File: src/rtl/dlv_pkg.sv
package dlv_pkg;

    localparam int DLV_MAX_VALUES = 512;

    localparam int         ARG_COUNT_W   = 10;
    localparam logic [9:0] ARG_COUNT_MAX = 10'd1023;

    // magnitude clamps here; also the most negative int32
    localparam logic [31:0] LIMIT_MAG = 32'h8000_0000;

    localparam logic [7:0] CH_MINUS = 8'h2D;
    localparam logic [7:0] CH_ZERO  = 8'h30;
    localparam logic [7:0] CH_NINE  = 8'h39;

    typedef enum logic [1:0] {
        MODE_CHAR     = 2'd0,
        MODE_END_ARG  = 2'd1,
        MODE_END_LIST = 2'd2,
        MODE_NOP      = 2'd3
    } mode_t;

    typedef enum logic [2:0] {
        ERR_NONE   = 3'd0,
        ERR_FORMAT = 3'd1,
        ERR_RANGE  = 3'd2,
        ERR_DUP    = 3'd3,
        ERR_FULL   = 3'd4
    } err_t;

    typedef struct packed {
        logic take_char;
        logic end_arg;
        logic rd_en;
        logic wr_en;
        logic report;
    } dlv_cmd_t;

    typedef struct packed {
        logic arg_ok;     // argument being ended is well formed and in range
        logic pending;    // characters seen since the last argument end
        logic skip_scan;  // table empty or duplicate already known
        logic last_rd;    // scan index is at the last stored entry
        logic out_free;   // result register can take a new beat
    } dlv_status_t;

endpackage

File: src/rtl/dlv_ctrl.sv
module dlv_ctrl
    import dlv_pkg::*;
(
    input  logic        aclk,
    input  logic        aresetn,
    input  logic        s_valid,
    input  logic [1:0]  s_mode,
    output logic        s_ready,
    input  dlv_status_t status,
    output dlv_cmd_t    cmd
);

    typedef enum logic [3:0] {
        ST_IDLE   = 4'b0001,
        ST_SCAN   = 4'b0010,
        ST_WRITE  = 4'b0100,
        ST_REPORT = 4'b1000
    } state_t;

    state_t state_reg, state_next;
    logic   report_pend_reg, report_pend_next;
    logic   accept;
    mode_t  mode;

    assign mode    = mode_t'(s_mode);
    // a list end waits until the result register is free
    assign s_ready = (state_reg == ST_IDLE) && ((mode != MODE_END_LIST) || status.out_free);
    assign accept  = s_valid && s_ready;

    always_comb begin
        state_next       = state_reg;
        report_pend_next = report_pend_reg;
        cmd              = '0;
        unique case (state_reg)
            ST_IDLE: begin
                if (accept) begin
                    unique case (mode)
                        MODE_CHAR: begin
                            cmd.take_char = 1'b1;
                        end
                        MODE_END_ARG: begin
                            cmd.end_arg = 1'b1;
                            if (status.arg_ok) begin
                                state_next = status.skip_scan ? ST_WRITE : ST_SCAN;
                            end
                        end
                        MODE_END_LIST: begin
                            if (status.pending) begin
                                // implicit argument end before the report
                                cmd.end_arg      = 1'b1;
                                report_pend_next = 1'b1;
                                if (status.arg_ok) begin
                                    state_next = status.skip_scan ? ST_WRITE : ST_SCAN;
                                end else begin
                                    state_next = ST_REPORT;
                                end
                            end else begin
                                cmd.report = 1'b1;
                            end
                        end
                        default: begin
                        end
                    endcase
                end
            end
            ST_SCAN: begin
                cmd.rd_en = 1'b1;
                if (status.last_rd) begin
                    state_next = ST_WRITE;
                end
            end
            ST_WRITE: begin
                cmd.wr_en  = 1'b1;
                state_next = report_pend_reg ? ST_REPORT : ST_IDLE;
            end
            ST_REPORT: begin
                cmd.report       = 1'b1;
                report_pend_next = 1'b0;
                state_next       = ST_IDLE;
            end
            default: begin
                state_next = ST_IDLE;
            end
        endcase
    end

    always_ff @(posedge aclk) begin
        if (!aresetn) begin
            state_reg       <= ST_IDLE;
            report_pend_reg <= 1'b0;
        end else begin
            state_reg       <= state_next;
            report_pend_reg <= report_pend_next;
        end
    end

    a_scan_needs_entries: assert property (@(posedge aclk) disable iff (!aresetn)
        (state_reg == ST_IDLE) && cmd.end_arg && status.arg_ok && !status.skip_scan
        |=> (state_reg == ST_SCAN))
        else $error("argument end did not start a table scan");

    a_report_after_pend: assert property (@(posedge aclk) disable iff (!aresetn)
        (state_reg == ST_WRITE) && report_pend_reg |=> (state_reg == ST_REPORT))
        else $error("list end lost after table write");

    a_no_accept_busy: assert property (@(posedge aclk) disable iff (!aresetn)
        (state_reg != ST_IDLE) |-> !cmd.take_char && !cmd.end_arg)
        else $error("token command issued while busy");

endmodule

File: config.mk
export PLATFORM = sky130hd
export DESIGN_NAME = dlv_ctrl
export DESIGN_NICKNAME = d
export VERILOG_FILES = /design/src/rtl/dlv_pkg.sv /design/src/rtl/dlv_ctrl.sv
export SDC_FILE = /design/constraint.sdc
export NUM_CORES = 1
export LEC_CHECK = 0
export BUFFER_PORTS_ARGS = -buffer_cell sky130_fd_sc_hd__buf_2
export CAP_MARGIN = 0
export CELL_PAD_IN_SITES_DETAIL_PLACEMENT = 0
export CELL_PAD_IN_SITES_GLOBAL_PLACEMENT = 2
export CORE_MARGIN = 1
export CORE_UTILIZATION = 27
export CTS_CLUSTER_DIAMETER = 30
export CTS_CLUSTER_SIZE = 28
export DETAILED_ROUTE_END_ITERATION = 8
export PLACE_DENSITY = 0.89
export SKIP_CTS_REPAIR_TIMING = 1
export SLEW_MARGIN = 20
export SYNTH_ARGS = -nofsm -noshare
export SYNTH_HDL_FRONTEND = slang
export SYNTH_SLANG_ARGS = --single-unit
File: constraint.sdc
create_clock -name aclk -period 2.37 [get_ports aclk]
set_clock_uncertainty 0.1 [all_clocks]
set_input_delay 0.1185 -clock aclk [delete_from_list [all_inputs] [get_ports aclk]]
set_output_delay 0.1185 -clock aclk [all_outputs]
set_load 0.01 [all_outputs]
==> results.txt <==
----------------------------------------------------
[Status]
  Run status ... complete, no violations

[STA]
  Shortest period the worst path allows ... 1.880 ns
  Pins over their slew limit ... 0
  Least-Margin Pin Slew ... 0.4814 ns
  Endpoints failing hold ... 0
  Total Neg Setup Slack ... 0 ns
  Unrepaired setup endpoints after global routing ... no
  Fraction of the cycle the final worst path needs ... 79.34%
  Relative max-transition margin ... 67.45%
  Peak Freq ... 531.8 MHz
  Count of final setup violators ... 0

[Global route]
  First-pass GRT wire length ... 1573 µm
  Initial antenna violation count ... 0
  Via count of the first global-routing pass ... 368
  Residual overflow from global routing ... 0
  Pin count of the biggest net entering global routing ... 11
  GRT Util Overall ... 11.71%

[Clock network]
  TritonCTS clock tree ... done
  CTS buffer count ... 3
  CTS root buffer ... sky130_fd_sc_hd__clkbuf_4
  Clk slew on worst S/H paths ... 0.04 ns
  Largest buffer count on any clock path ... 2
  Number of levels in the clock H-tree ... 1
  Clk Latency, worst-skew pair ... 0.24 ns
  Sink count of the clock tree ... 5

[Drt]
  Antenna Nets Post-Route ... 0
  Number of detailed-routing iterations run before antenna repair ... 4
  DR vias ... 415
  Wire length per cell after detailed routing ... 10.64 µm
  Vias per cell ... 5.000
  DRC Markers ... 0
  Total length of routed wires ... 883 µm
  Detailed Route Iter0 Violations ... 9

[Synth]
  Dominant synthesized flop cell ... sky130_fd_sc_hd__dfxtp_1
  Syn avg cell area ... 8.558 µm²
  Biggest area contributors in the synthesized netlist ... sky130_fd_sc_hd__dfxtp_1 23%, sky130_fd_sc_hd__ha_1 8.8%, sky130_fd_sc_hd__nor4b_1 6.1%
  Synthesized netlist net count ... 63
  Cells after Synth ... 50
  Post-synthesis instance area ... 427.9 µm²
  Number of synthesized register bits ... 5
  Post-synth ARST share ... 0%
  Sequential fraction of the synthesis area ... 23.39%
  Warnings from Yosys ... 0
  Dominant cell type by area after synthesis ... sky130_fd_sc_hd__dfxtp_1
  Post-synthesis cell type count ... 31
  Share of the synthesized area in the top cell type ... 23.39%
  Number of enable-type register cells in the synthesized netlist ... 0

[Placed design]
  Routability congestion estimate from global placement ... 0.6951
  Sum of net half-perimeters after detailed placement ... 711.5 µm
  Port-buffer cells ... 15

[Worst setup path]
  CP Max Fanout ... 10
  Worst Path Required ... 2.15 ns
  Sort of element at the end of the critical path ... output pin
  Critical Path Source ... state_reg[0]
  Worst reg2reg setup slack ... 0.99 ns
  Launch instance of the worst register-to-register path ... state_reg[0]
  R2r worst-path depth ... 3
  End point of the critical path ... cmd[3]
  CP arrival ... 1.66 ns
  Reg-to-Reg End ... state_reg[2]
  Startpoint type of the worst setup path ... flop
  Critical path class ... reg -> out

[Power]
  Leakage ... 0.2497 nW
  Worst vdd ir ... 0.1755 mV
  Power density over the cells ... 501.0 nW/µm²
  Cell Int Power ... 191.3 µW
  Clock Power Share ... 36.1%
  Net Sw Frac ... 29.04%
  Total Power ... 269.6 µW
  Seq pwr share ... 36.9%
  Power share of the combinational group ... 27.0%
  Switching power of the nets ... 78.28 µW

[Floorplan]
  Total number of placement rows ... 14
  Initial standard-cell utilization of the core ... 28.74%
  Vert. Die Dim ... 41.81 µm
  Num ports ... 16
  Die area ... 1748 µm²
  Area of the core ... 1489 µm²
  Chip width ... 41.81 µm

[Flow run]
  Max Cap Violations ... 0

[Cells and area]
  Flip-flop count of the largest register, all copies and words added ... 4
  Fraction of layout instances using a drive strength above 1 ... 29.85%
  Final antenna diode count ... 0
  Commonest cells after routing, fill and taps aside ... 15 x sky130_fd_sc_hd__buf_2, 5 x sky130_fd_sc_hd__dfxtp_1, 4 x sky130_fd_sc_hd__inv_1, 4 x sky130_fd_sc_hd__nand2_1
  Most common cell after layout, fill and taps aside ... sky130_fd_sc_hd__buf_2
  Synth-to-Final Area Change ... 25.73%
  Net count, final ... 81

[Hold path]
  Worst hold path type ... in -> reg

----------------------------------------------------
==> routing by layer <==
metal / wire length (µm) / vias up / global-route usage [%]
li1: - / 223 / -
met1: 452 / 183 / 14.93
met2: 402 / 9 / 17.50
met3: 27 / 0 / 2.609
met4: 0 / 0 / 7.742
met5: 0 / - / 0
==> synth_stat cells (all sizes together), types with 2 or more instances <==
master  n
dfxtp   5
inv     4
nand2   4
a21oi   3
buf     3
ha      3
nor4b   3
nand3   2
nor3    2
o21ai   2
==> worst max-delay path, stage by stage (launching register included) <==
cell and delay (ns):
sky130_fd_sc_hd__dfxtp_1 0.46, sky130_fd_sc_hd__or4b_4 0.52, sky130_fd_sc_hd__a21oi_4 0.13, sky130_fd_sc_hd__and4b_1 0.18, sky130_fd_sc_hd__buf_2 0.12
==> kinds of logic after synthesis <==
kind of cell / share of synthesized area [%]
compound gates: 23.98
fa+ha+maj: 8.773
buf+inv: 8.478
flops: 23.39
mux: 2.339
simple gates: 33.04
==> power by group through the flow <==
stage          logic (mW)  clock network, mW  registers [mW]
6_report           0.0727             0.0973          0.0995
5_1_grt            0.0803              0.105           0.101
4_1_cts            0.0723              0.103          0.0990
3_5_place_dp       0.0721                  0           0.101
3_3_place_gp       0.0722                  0           0.101
2_1_floorplan      0.0595                  0          0.0919
==> final cells by class <==
class | count | area, µm²
Clock buffer | 4 | 26.28
Fill cell | 154 | 950.9
Inverter | 4 | 15.01
Multi-Input combinational cell | 38 | 291.5
Sequential cell | 5 | 100.1
Tap cell | 16 | 20.02
Timing Repair Buffer | 16 | 85.08
==> stage by stage <==
| stage | instance area, µm² | std cells | setup slack, ns | hold WS (ns) | utilization (%) |
|---|---|---|---|---|---|
| detailed placement | 501.7 | 78 | 0.7481 | 0.2231 | 33.70 |
| CTS | 528.0 | 82 | 0.4845 | -0.03646 | 35.46 |
| finish | 538.0 | 83 | 0.4896 | 0.05106 | 36.13 |
| global route | 538.0 | 83 | 0.3962 | 0.07647 | 36.13 |
| global placement | 501.7 | 78 | 0.7625 | 0.2296 | 33.70 |
| floorplan | 427.9 | 50 | 0.8039 | 0.1193 | - |
==> how the worst min path moves through the flow <==
stage	start	slack [ns]	end	cells past startpoint
floorplan	status[2]	0.12	state_reg[1]	1
global placement	status[2]	0.23	state_reg[1]	2
detailed placement	status[2]	0.22	state_reg[1]	2
CTS	status[2]	-0.04	state_reg[1]	2
global route	status[1]	0.08	state_reg[1]	3
finish	status[1]	0.05	state_reg[2]	3
No activity file was read; power rests on OpenSTA's default activity.
